$ cat src/hw/rtl/skf_pkg.sv
// Shared types and constants of the scalar Kalman filter.
package skf_pkg;

    localparam int GAIN_FRAC_BITS_DEF = 24;
    localparam int DATA_W             = 32;
    localparam int GAIN_W             = 25;
    localparam int CFG_IDX_W          = 2;

    localparam logic [DATA_W-1:0] PROCESS_NOISE_RST     = 32'd1678;
    localparam logic [DATA_W-1:0] MEASUREMENT_NOISE_RST = 32'd3355443;
    localparam logic [DATA_W-1:0] START_COVARIANCE_RST  = 32'd16777216;

    typedef enum logic [CFG_IDX_W-1:0] {
        CFG_PROCESS_NOISE     = 2'd0,
        CFG_MEASUREMENT_NOISE = 2'd1,
        CFG_START_COVARIANCE  = 2'd2
    } t_cfg_idx;

    typedef enum logic [2:0] {
        ST_IDLE,
        ST_PRED,
        ST_INIT,
        ST_DIV,
        ST_MUL_EST,
        ST_MUL_COV,
        ST_UPD,
        ST_WB
    } t_state;

    typedef struct packed {
        logic load;
        logic pred;
        logic init;
        logic div_step;
        logic mul_est;
        logic mul_cov;
        logic upd;
    } t_dp_cmd;

    typedef struct packed {
        logic div_done;
    } t_dp_sts;

endpackage

$ cat src/hw/rtl/skf_dp.sv
// Datapath of the scalar Kalman filter: state, bit-serial gain divider, shared multiplier.
module skf_dp import skf_pkg::*; #(
    parameter int GAIN_FRAC_BITS = GAIN_FRAC_BITS_DEF
) (
    input  logic                     i_clk,
    input  logic                     i_rst_n,
    input  t_dp_cmd                  i_cmd,
    output t_dp_sts                  o_sts,
    input  logic signed [DATA_W-1:0] i_sample,
    input  logic                     i_restart,
    input  logic [DATA_W-1:0]        i_process_noise,
    input  logic [DATA_W-1:0]        i_measurement_noise,
    input  logic [DATA_W-1:0]        i_start_covariance,
    output logic [DATA_W-1:0]        o_estimate,
    output logic [DATA_W-1:0]        o_covariance,
    output logic [GAIN_FRAC_BITS:0]  o_gain
);

    localparam int KW = GAIN_FRAC_BITS + 1;
    localparam int CW = $clog2(KW);
    localparam int PW = DATA_W + 1 + KW;
    localparam logic [KW-1:0] ONE  = {1'b1, {GAIN_FRAC_BITS{1'b0}}};
    localparam logic [PW:0]   HALF = (PW+1)'(1) << (GAIN_FRAC_BITS - 1);

    logic                 r_primed;
    logic [DATA_W-1:0]    r_sample;
    logic [DATA_W-1:0]    r_est;
    logic [DATA_W-1:0]    r_cov;
    logic [DATA_W-1:0]    r_pp;
    logic [DATA_W:0]      r_mag;
    logic                 r_neg;
    logic [DATA_W:0]      r_den;
    logic                 r_den_zero;
    logic [DATA_W+1:0]    r_rem;
    logic [KW-1:0]        r_q;
    logic [CW-1:0]        r_cnt;
    logic [PW-1:0]        r_prod;
    logic [DATA_W:0]      r_step;

    logic [DATA_W:0]      pq_sum;
    logic [DATA_W-1:0]    pp_sat;
    logic [DATA_W:0]      resid;
    logic [DATA_W:0]      mag;
    logic [DATA_W:0]      den;
    logic                 rem_ge;
    logic [DATA_W+1:0]    rem_diff;
    logic                 q_bit;
    logic [DATA_W+1:0]    rem_sel;
    logic [DATA_W:0]      mul_a;
    logic [KW-1:0]        mul_b;
    logic [PW-1:0]        mul_p;
    logic [PW:0]          rnd_sum;
    logic [DATA_W:0]      rnd_hi;
    logic [DATA_W:0]      est_next;

    assign pq_sum   = {1'b0, r_cov} + {1'b0, i_process_noise};
    assign pp_sat   = pq_sum[DATA_W] ? '1 : pq_sum[DATA_W-1:0];
    assign resid    = {r_sample[DATA_W-1], r_sample} - {r_est[DATA_W-1], r_est};
    assign mag      = resid[DATA_W] ? ((DATA_W+1)'(0) - resid) : resid;
    assign den      = {1'b0, r_pp} + {1'b0, i_measurement_noise};

    assign rem_ge   = r_rem >= {1'b0, r_den};
    assign rem_diff = r_rem - {1'b0, r_den};
    assign q_bit    = rem_ge && !r_den_zero;
    assign rem_sel  = q_bit ? rem_diff : r_rem;

    assign mul_a    = i_cmd.mul_est ? r_mag : {1'b0, r_pp};
    assign mul_b    = i_cmd.mul_est ? r_q : (ONE - r_q);
    assign mul_p    = PW'(mul_a) * PW'(mul_b);

    assign rnd_sum  = {1'b0, r_prod} + HALF;
    assign rnd_hi   = rnd_sum[GAIN_FRAC_BITS +: (DATA_W+1)];
    assign est_next = r_neg ? ({r_est[DATA_W-1], r_est} - r_step)
                            : ({r_est[DATA_W-1], r_est} + r_step);

    always_ff @(posedge i_clk) begin
        if (!i_rst_n) begin
            r_primed <= 1'b0;
            r_est    <= '0;
            r_cov    <= '0;
        end else begin
            if (i_cmd.load) begin
                r_primed <= 1'b1;
                if (i_restart || !r_primed) begin
                    r_est <= i_sample;
                    r_cov <= i_start_covariance;
                end
            end
            if (i_cmd.upd) begin
                r_est <= est_next[DATA_W-1:0];
                r_cov <= rnd_hi[DATA_W-1:0];
            end
        end
    end

    always_ff @(posedge i_clk) begin
        if (i_cmd.load) begin
            r_sample <= i_sample;
        end
        if (i_cmd.pred) begin
            r_pp  <= pp_sat;
            r_mag <= mag;
            r_neg <= resid[DATA_W];
        end
        if (i_cmd.init) begin
            r_den      <= den;
            r_den_zero <= (den == '0);
            r_rem      <= {1'b0, 1'b0, r_pp};
            r_q        <= '0;
            r_cnt      <= CW'(GAIN_FRAC_BITS);
        end
        if (i_cmd.div_step) begin
            r_rem <= {rem_sel[DATA_W:0], 1'b0};
            r_q   <= {r_q[KW-2:0], q_bit};
            r_cnt <= r_cnt - CW'(1);
        end
        if (i_cmd.mul_est) begin
            r_prod <= mul_p;
        end
        if (i_cmd.mul_cov) begin
            r_step <= rnd_hi;
            r_prod <= mul_p;
        end
    end

    assign o_sts.div_done = (r_cnt == '0);
    assign o_estimate     = r_est;
    assign o_covariance   = r_cov;
    assign o_gain         = r_q;

`ifndef SYNTH
    a_gain_bound: assert property (@(posedge i_clk) disable iff (!i_rst_n)
        $fell(i_cmd.div_step) |-> (r_q <= ONE))
        else $error("gain above one after division");

    a_cov_shrinks: assert property (@(posedge i_clk) disable iff (!i_rst_n)
        i_cmd.upd |=> (r_cov <= r_pp))
        else $error("updated covariance exceeds predicted covariance");
`endif

endmodule

$ cat src/hw/rtl/skf_ctrl.sv
// Controller state machine of the scalar Kalman filter.
module skf_ctrl import skf_pkg::*; (
    input  logic    i_clk,
    input  logic    i_rst_n,
    input  logic    i_in_valid,
    input  logic    i_out_free,
    input  t_dp_sts i_sts,
    output logic    o_in_stall,
    output logic    o_out_load,
    output t_dp_cmd o_cmd
);

    t_state r_state;
    t_state n_state;

    always_ff @(posedge i_clk) begin
        if (!i_rst_n) begin
            r_state <= ST_IDLE;
        end else begin
            r_state <= n_state;
        end
    end

    always_comb begin
        n_state = r_state;
        unique case (r_state)
            ST_IDLE:    if (i_in_valid) n_state = ST_PRED;
            ST_PRED:    n_state = ST_INIT;
            ST_INIT:    n_state = ST_DIV;
            ST_DIV:     if (i_sts.div_done) n_state = ST_MUL_EST;
            ST_MUL_EST: n_state = ST_MUL_COV;
            ST_MUL_COV: n_state = ST_UPD;
            ST_UPD:     n_state = ST_WB;
            ST_WB:      if (i_out_free) n_state = ST_IDLE;
            default:    n_state = ST_IDLE;
        endcase
    end

    always_comb begin
        o_cmd      = '0;
        o_in_stall = 1'b1;
        o_out_load = 1'b0;
        unique case (r_state)
            ST_IDLE: begin
                o_in_stall = 1'b0;
                o_cmd.load = i_in_valid;
            end
            ST_PRED:    o_cmd.pred     = 1'b1;
            ST_INIT:    o_cmd.init     = 1'b1;
            ST_DIV:     o_cmd.div_step = 1'b1;
            ST_MUL_EST: o_cmd.mul_est  = 1'b1;
            ST_MUL_COV: o_cmd.mul_cov  = 1'b1;
            ST_UPD:     o_cmd.upd      = 1'b1;
            ST_WB:      o_out_load     = i_out_free;
            default:    o_in_stall     = 1'b1;
        endcase
    end

endmodule

$ cat src/hw/rtl/scalar_kalman_filter.sv
// Scalar Kalman filter top level: config registers, output register, controller and datapath.
// Requests are taken one at a time: a new one is accepted only after the last result is loaded.
// The bit-serial gain divider retires one quotient bit per cycle.
// A finished result waits in the output register while the next request is accepted.
// Reset (i_rst_n low, synchronous): config registers return to defaults, the output empties,
// and the first request after reset restarts the filter from its sample.
module scalar_kalman_filter import skf_pkg::*; #(
    parameter int GAIN_FRAC_BITS = GAIN_FRAC_BITS_DEF
) (
    input  logic                     i_clk,
    input  logic                     i_rst_n,
    input  logic                     i_in_valid,
    output logic                     o_in_stall,
    input  logic signed [DATA_W-1:0] i_sample,
    input  logic                     i_restart,
    output logic                     o_out_valid,
    input  logic                     i_out_stall,
    output logic signed [DATA_W-1:0] o_estimate,
    output logic [DATA_W-1:0]        o_covariance,
    output logic [GAIN_W-1:0]        o_gain,
    input  logic                     i_cfg_valid,
    output logic                     o_cfg_ready,
    input  logic [CFG_IDX_W-1:0]     i_cfg_index,
    input  logic [DATA_W-1:0]        i_cfg_data
);

    logic [DATA_W-1:0]       r_process_noise;
    logic [DATA_W-1:0]       r_measurement_noise;
    logic [DATA_W-1:0]       r_start_covariance;
    logic                    r_out_valid;
    logic [DATA_W-1:0]       r_estimate;
    logic [DATA_W-1:0]       r_covariance;
    logic [GAIN_W-1:0]       r_gain;

    t_dp_cmd                 cmd;
    t_dp_sts                 sts;
    logic                    out_free;
    logic                    out_load;
    logic [DATA_W-1:0]       dp_estimate;
    logic [DATA_W-1:0]       dp_covariance;
    logic [GAIN_FRAC_BITS:0] dp_gain;
    logic [DATA_W-1:0]       gain_ext;

    assign o_cfg_ready = 1'b1;

    always_ff @(posedge i_clk) begin
        if (!i_rst_n) begin
            r_process_noise     <= PROCESS_NOISE_RST;
            r_measurement_noise <= MEASUREMENT_NOISE_RST;
            r_start_covariance  <= START_COVARIANCE_RST;
        end else if (i_cfg_valid && o_cfg_ready) begin
            unique case (i_cfg_index)
                CFG_PROCESS_NOISE:     r_process_noise     <= i_cfg_data;
                CFG_MEASUREMENT_NOISE: r_measurement_noise <= i_cfg_data;
                CFG_START_COVARIANCE:  r_start_covariance  <= i_cfg_data;
                default: ;
            endcase
        end
    end

    skf_ctrl u_ctrl (
        .i_clk      (i_clk),
        .i_rst_n    (i_rst_n),
        .i_in_valid (i_in_valid),
        .i_out_free (out_free),
        .i_sts      (sts),
        .o_in_stall (o_in_stall),
        .o_out_load (out_load),
        .o_cmd      (cmd)
    );

    skf_dp #(
        .GAIN_FRAC_BITS (GAIN_FRAC_BITS)
    ) u_dp (
        .i_clk               (i_clk),
        .i_rst_n             (i_rst_n),
        .i_cmd               (cmd),
        .o_sts               (sts),
        .i_sample            (i_sample),
        .i_restart           (i_restart),
        .i_process_noise     (r_process_noise),
        .i_measurement_noise (r_measurement_noise),
        .i_start_covariance  (r_start_covariance),
        .o_estimate          (dp_estimate),
        .o_covariance        (dp_covariance),
        .o_gain              (dp_gain)
    );

    assign out_free = !r_out_valid || !i_out_stall;
    assign gain_ext = DATA_W'(dp_gain);

    always_ff @(posedge i_clk) begin
        if (!i_rst_n) begin
            r_out_valid <= 1'b0;
        end else if (out_load) begin
            r_out_valid <= 1'b1;
        end else if (!i_out_stall) begin
            r_out_valid <= 1'b0;
        end
    end

    always_ff @(posedge i_clk) begin
        if (out_load) begin
            r_estimate   <= dp_estimate;
            r_covariance <= dp_covariance;
            r_gain       <= gain_ext[GAIN_W-1:0];
        end
    end

    assign o_out_valid  = r_out_valid;
    assign o_estimate   = $signed(r_estimate);
    assign o_covariance = r_covariance;
    assign o_gain       = r_gain;

`ifndef SYNTH
    a_busy_after_accept: assert property (@(posedge i_clk) disable iff (!i_rst_n)
        (i_in_valid && !o_in_stall) |=> o_in_stall)
        else $error("request accepted while previous one still in flight");

    a_no_overwrite: assert property (@(posedge i_clk) disable iff (!i_rst_n)
        (r_out_valid && i_out_stall) |-> !out_load)
        else $error("stalled result overwritten");
`endif

endmodule

$ cat config.mk
export PLATFORM = sky130hd
export DESIGN_NAME = scalar_kalman_filter
export DESIGN_NICKNAME = d
export VERILOG_FILES = /design/src/hw/rtl/skf_pkg.sv /design/src/hw/rtl/skf_dp.sv /design/src/hw/rtl/skf_ctrl.sv /design/src/hw/rtl/scalar_kalman_filter.sv
export SDC_FILE = /design/constraint.sdc
export NUM_CORES = 2
export LEC_CHECK = 0
export BUFFER_PORTS_ARGS = -buffer_cell sky130_fd_sc_hd__buf_4
export CAP_MARGIN = 20
export CORE_AREA = 2 2 331 415
export DETAILED_ROUTE_END_ITERATION = 8
export DIE_AREA = 0 0 333 417
export REMOVE_ABC_BUFFERS = 1
export SETUP_SLACK_MARGIN = 0.1
export SYNTH_ARGS = -nofsm -noshare
export SYNTH_HDL_FRONTEND = slang
export SYNTH_HIERARCHICAL = 1
export SYNTH_SLANG_ARGS = --single-unit
$ cat constraint.sdc
create_clock -name i_clk -period 8.6 [get_ports i_clk]
set_input_delay 1.29 -clock i_clk [delete_from_list [all_inputs] [get_ports i_clk]]
set_output_delay 1.29 -clock i_clk [all_outputs]
set_load 0.02 [all_outputs]
* Word-level counts from Yosys, hierarchy flattened
Cells that the tools add are included.
Word-level totals: flip-flop bits (word level) 538, word-level logic and storage cells 103
Operators by class: reduce and logical (&&, ||, !) cells 20, $add $sub $neg 10, $mul 1, equality and inequality tests 13, muxes and demuxes 34, $lt $le $gt $ge 1
Operator list (count):
- 32-bit 2-to-1 mux | 8
- 56-bit 2-to-1 mux | 2
- 25-bit 2-to-1 mux | 3
- 34-bit 2-to-1 mux | 2
- 32-bit by 32-bit adder with 33-bit output | 2
- 33-bit 2-to-1 mux | 2
- 56-bit by 24-bit adder with 56-bit output, second input constant | 1
- 33-bit by 25-bit multiplier with 56-bit output | 1
- 34-bit by 33-bit >= comparator with 1-bit output | 1
- 33-bit zero test | 1
- 1-bit by 33-bit subtractor with 33-bit output, first input constant | 1
- 32-bit by 32-bit subtractor with 33-bit output | 1
- 33-bit subtractor | 1
- 32-bit adder | 1
- 32-bit subtractor | 1
- 25-bit subtractor, first input constant | 1
- 3-bit case mux with 8 select lines | 1
- 3-bit equality test, second input constant | 4
- 1-bit 2-to-1 mux | 11
- 5-bit 2-to-1 mux | 2
- 3-bit 2-to-1 mux | 3
- 2-bit AND reduction | 4
- 2-bit nonzero test | 4
- 3-bit by 2-bit equality test with 1-bit output, second input constant | 2
- other kinds (13) | 19

* Longest topological paths before layout
word-level depth 6, depth in mapped cells 36

* Cells and area by module
The synthesis kept the hierarchy.
Modules (own cells, without submodules):
- skf_dp | cells an instance 5146, instances 1, area each 46930.0 µm²
- scalar_kalman_filter | cells an instance 469, instances 1, area each 6462.4 µm²
- skf_ctrl | cells an instance 27, instances 1, area each 230.2 µm²

* Worst setup path before layout
OpenSTA, ideal clock, no wires.
path type register to register, start reg u_dp.r_q[0], in the netlist u_dp/o_gain[0], end reg u_dp.r_prod[54] (data pin), data required time 8.342 ns, data arrival time 9.057 ns, setup time 0.258 ns, period minus slack after synthesis 9.315 ns, stages on the path, launching flop included 33, slack -0.715 ns, path through edfxtp_1 -> inv_1 -> clkbuf_1 -> ha_1 -> nand2b_1 -> nor3_1 -> and3b_1 -> nor2_1 -> xnor2_1 -> clkbuf_1 -> nand2_1 -> fa_1 -> inv_1 -> fa_1 -> fa_1 -> fa_1 -> fa_1 -> fa_1 -> inv_1 -> fa_1 -> inv_1 -> ha_1 -> a211oi_1 -> o2111ai_1 -> a2111oi_0 -> a211oi_2 -> o211ai_1 -> a31oi_1 -> a221oi_1 -> o21ai_1 -> a221o_1 -> a21oi_1 -> xnor2_1
On the way: cells in the longest elaborated chain, start to end 5
RTL lines:
- start: declaration | line skf_dp.sv:35 | logic [KW-1:0] r_q;
- start signal: assignment | line skf_dp.sv:114 | r_q <= {r_q[KW-2:0], q_bit};
- 25-bit subtractor | line skf_dp.sv:68 | assign mul_b = i_cmd.mul_est ? r_q : (ONE - r_q);
- 25-bit 2-to-1 mux * | line skf_dp.sv:68
- 33-bit by 25-bit multiplier with 56-bit output * | line skf_dp.sv:69 | assign mul_p = PW'(mul_a) * PW'(mul_b);
- via u_dp.mul_p[54] | line skf_dp.sv:51 | logic [PW-1:0] mul_p;
- 56-bit 2-to-1 mux | line skf_dp.sv:117 | if (i_cmd.mul_est) begin
- 56-bit 2-to-1 mux * | line skf_dp.sv:120 | if (i_cmd.mul_cov) begin
- end signal: assignment | line skf_dp.sv:118 | r_prod <= mul_p;
- end signal: assignment | line skf_dp.sv:122 | r_prod <= mul_p;
- end: declaration | line skf_dp.sv:37 | logic [PW-1:0] r_prod;
Mark *: on every way through the listed nets, which the timed path passes. The rest lies on a longest branch. The select of a mux whose other input is x is not followed. A chain may end at the register's enable or synchronous reset.

* Worst setup path after layout
start reg u_dp.r_q[6], in the netlist u_dp/o_gain[6], end reg u_dp.r_prod[54] (data pin)
Same word-level chain as after synthesis.

==> results.txt <==
The run finished, with violations left. The checks that failed: negative setup slack. The critical path ends at u_dp/r_prod[54]. The worst setup path is captured at a flip-flop.

The floorplan step set the die height to 417 µm. The largest single stage delay on the critical path is 0.56 ns. The first global-routing pass estimated 272 mm of wire. In this design, the critical path's most frequently occurring cell is sky130_fd_sc_hd__fa_1. The class of the most critical setup path is reg2reg. Summing the areas of all compound-gate instances in the mapped netlist gives 8.77% of the synthesized area. After Yosys synthesis, full adders, half adders and majority gates account for 34.6% of the synthesized area. The area of the placeable core came out at 0.135 mm². The number of hold buffers added after CTS was 0. The number of antenna violations at the first check in global routing is 5.

The die footprint came out at 0.139 mm². The setup slack of the worst register-to-register path came out at -0.31 ns. For this run, the leading register cell type out of synthesis is sky130_fd_sc_hd__edfxtp_1. The fraction of registers with async set/reset is 0%. The fraction of layout cells with a size suffix above 1 is 13.9%. The clock drives 515 sinks. In this run the critical register-to-register path is captured at u_dp/r_prod[54]. The slack of the critical path is -0.312 ns.

Relative to the synthesized area, the layout overhead comes to 15.7%. The violation count after the first detailed-routing iteration is 3302. The clock passes through at most 3 buffers. In this run the number of cells on the critical path is 38. The root buffer cell is sky130_fd_sc_hd__clkbuf_16. Routability-driven placement finished with a final weighted congestion of 0.983. The number of core rows is 151. The clock-pin slew reported for the worst setup and hold paths after clock tree synthesis is 0.06 ns. For the worst flop-to-flop path, the logic depth is 38. Setup repair after global routing could not meet its margin everywhere. The post-synthesis share of cell area spent on and, or, nand and nor gates is 14.0%.

The starting density of the core is 39.8%. The required time of the critical path came out at 9.02 ns. The fraction of synthesized cell area in xor and xnor cells is 4.67%.

The worst min-delay path class is reg2reg. The total count of hold-check failures in the final report came to 0. Setup violations remaining at the end of the flow were counted as 11. Global routing consumed, over all layers together, 26.2% of the routing resources. The total clock buffers created by CTS is 56.

For the final database, setup skew stands at 0.0557 ns. Counting the fill cells in the layout gives 12900. The total number of yosys warnings came out at 6. The post-route fraction of the period consumed by the critical path is 104%.

For this design, the slowest cell found on the critical path is sky130_fd_sc_hd__or4_4. The net total in the final layout came out at 7186. Timing would allow up to 112 MHz. The clock latency on the worst-skew pair is 0.69 ns.

The first detailed-routing pass ran for 6 iterations. The via count normalized by instance count is 5.36. The critical path contains buffers and inverters numbering 10 combined. The detailed placer's ending HPWL came out at 147 mm.

The number of global-route vias before repair is 43900. The number of max-cap violations came out at 0. The portion of netlist area occupied by mux cells is 4.21%. TritonCTS built the clock tree. The number of pins with negative max-slew slack in the final report is 0. The data arrival time of the worst path came out at 9.33 ns. The total number of H-tree levels is 2. After synthesis, the largest family of logic cells by area is adder cells. The worst-margin pin slew is 1.09 ns. The detailed-route wire length per cell came out at 23.0 µm.

The sum of negative setup slack is -2.12 ns. STA classifies the critical path startpoint as a flip-flop. The number of unique standard cell types used by synthesis came out at 96. The largest net degree at the start of global routing came out at 82. Once detail routing completed, the nets flagged for antenna violations numbered 0. The kind of cell adding the most delay to the critical path is adder cells. The number of enable flip-flop cells after synthesis is 349. The sequential-to-total area share from yosys stat is 25.7%.

The instance count of the mapped netlist came out at 5642. The post-synthesis cell area is 0.0536 mm². The final wirelength came out at 181 mm. Input and output buffers added on the ports amount to 162. The pre-CTS worst setup slack came out at -0.802 ns. Averaged over all synthesized cells, the footprint is 9.50 µm². The via count came out at 42100. The minimum clock period is 8.91 ns. The aggregate global routing overflow is 0. The worst slew slack as a fraction of its limit came out at 27.5%. The number of flip-flops and latches in the synthesized netlist is 515. In the routed design, unresolved DRC markers number 0. The startpoint of the lowest-slack register-to-register path is u_dp/o_gain[6].

The number of top-level design ports is 164. The maximum fanout count along the critical path is 4. The critical path startpoint is u_dp/o_gain[6]. The chip width came out at 333 µm.
through the flow:
step	area (µm²)	cells	util (%)	hold WS (ns)
2_1_floorplan	52700	5411	-	0.434
3_3_place_gp	59500	7735	44.1	0.445
3_5_place_dp	59500	7735	44.1	0.451
4_1_cts	61800	7858	45.8	0.464
5_1_grt	62100	7865	46.0	0.478
6_report	62100	7866	46.0	0.461
repair_timing:
action,CTS,global route
setup endpoints to repair,22,24
buffers inserted,18,7
resized for setup,76,29
pin swaps,43,20
hold endpoints to repair,0,0
area by class of cell:
type	count	area (µm²)	area share [%]
Sequential cell	515	13800	22.2
Timing Repair Buffer	590	4730	7.63
Tap cell	1759	2200	3.55
Clock buffer	73	1510	2.43
Antenna cell	1	2.50	0.00403
Multi-Input combinational cell	4006	36100	58.2
Inverter	890	3340	5.38
Clock inverter	32	333	0.536
Yosys cell counts (38+ instances only):
cell	n	area, µm²
sky130_fd_sc_hd__xnor2_1	188	1650
sky130_fd_sc_hd__a21o_1	82	616
sky130_fd_sc_hd__nor2_1	594	2230
sky130_fd_sc_hd__nand2_1	705	2650
sky130_fd_sc_hd__fa_1	713	14300
sky130_fd_sc_hd__o21a_1	39	293
sky130_fd_sc_hd__nor3_1	55	275
sky130_fd_sc_hd__edfxtp_1	349	10500
sky130_fd_sc_hd__xor2_1	98	858
sky130_fd_sc_hd__nand3_1	89	445
sky130_fd_sc_hd__and2_1	38	238
sky130_fd_sc_hd__ha_1	342	4280
sky130_fd_sc_hd__a21oi_1	247	1240
sky130_fd_sc_hd__dfxtp_1	166	3320
sky130_fd_sc_hd__mux2i_1	184	1840
sky130_fd_sc_hd__a211oi_1	55	413
sky130_fd_sc_hd__clkbuf_1	178	668
sky130_fd_sc_hd__o21ai_0	104	521
sky130_fd_sc_hd__inv_1	888	3330
worst register-to-register path: cells and delay by family (launching register included):
| kind | cells | cell delay [ns] |
|---|---|---|
| xor+xnor | 2 | 0.20 |
| simple gates | 7 | 1.22 |
| flops | 1 | 0.38 |
| buf+inv | 10 | 1.13 |
| fa+ha+maj | 8 | 3.62 |
| compound gates | 11 | 2.18 |
placed cells by master (no fill, tap or decap), drive strengths merged, types with 38 or more instances in the layout:
cell type / count
nor2: 595
nor3: 57
o21a: 39
mux2i: 184
fa: 713
o21ai: 111
a21o: 82
a21oi: 248
a211oi: 57
nand2: 705
and2: 38
buf: 590
ha: 342
nand3: 89
inv: 895
edfxtp: 349
clkbuf: 73
xor2: 98
xnor2: 188
dfxtp: 166
state kept, by name (all words and copies together), names as in the netlist, 3 cells and up:
register             flops
r_measurement_noise     32
u_dp/o_estimate         32
u_dp/r_step             32
u_dp/r_cnt               5
u_dp/r_pp               32
o_gain                  25
o_covariance            32
u_dp/r_prod             33
r_process_noise         32
u_ctrl/r_state           3
r_start_covariance      32
u_dp/r_den              33
u_dp/o_covariance       32
u_dp/r_sample           32
o_estimate              32
u_dp/r_mag              33
u_dp/o_gain             25
u_dp/r_rem              34
kinds of logic after synthesis:
group,Yosys count
xor gates and xnor gates,286
adders and majority gates,1055
buffers and inverters,1121
DFF,515
other,1
muxes,221
and+or+nand+nor,1714
AOI/OAI and AO/OA,729
worst min-delay path by stage:
stage	to	slack, ns	startpoint	cells after the start
2_1_floorplan	r_start_covariance[1]	0.43	r_start_covariance[1]	2
4_1_cts	r_process_noise[26]	0.46	r_process_noise[26]	2
3_3_place_gp	r_start_covariance[14]	0.45	r_start_covariance[14]	2
6_report	r_start_covariance[14]	0.46	r_start_covariance[14]	2
3_5_place_dp	r_process_noise[31]	0.45	r_process_noise[31]	2
5_1_grt	r_start_covariance[9]	0.48	r_start_covariance[9]	2
layer usage:
layer / global-route usage (%) / up-vias / wire [µm]
li1: - / 19100 / -
met5: 0 / - / 0
met4: 13.3 / 0 / 11000
met2: 44.9 / 1567 / 87700
met3: 3.41 / 427 / 11100
met1: 32.3 / 21100 / 71400
Power is left out: the tool's default activity adds up to more than one toggle a clock period on the data nets, which glitch-free logic cannot reach.
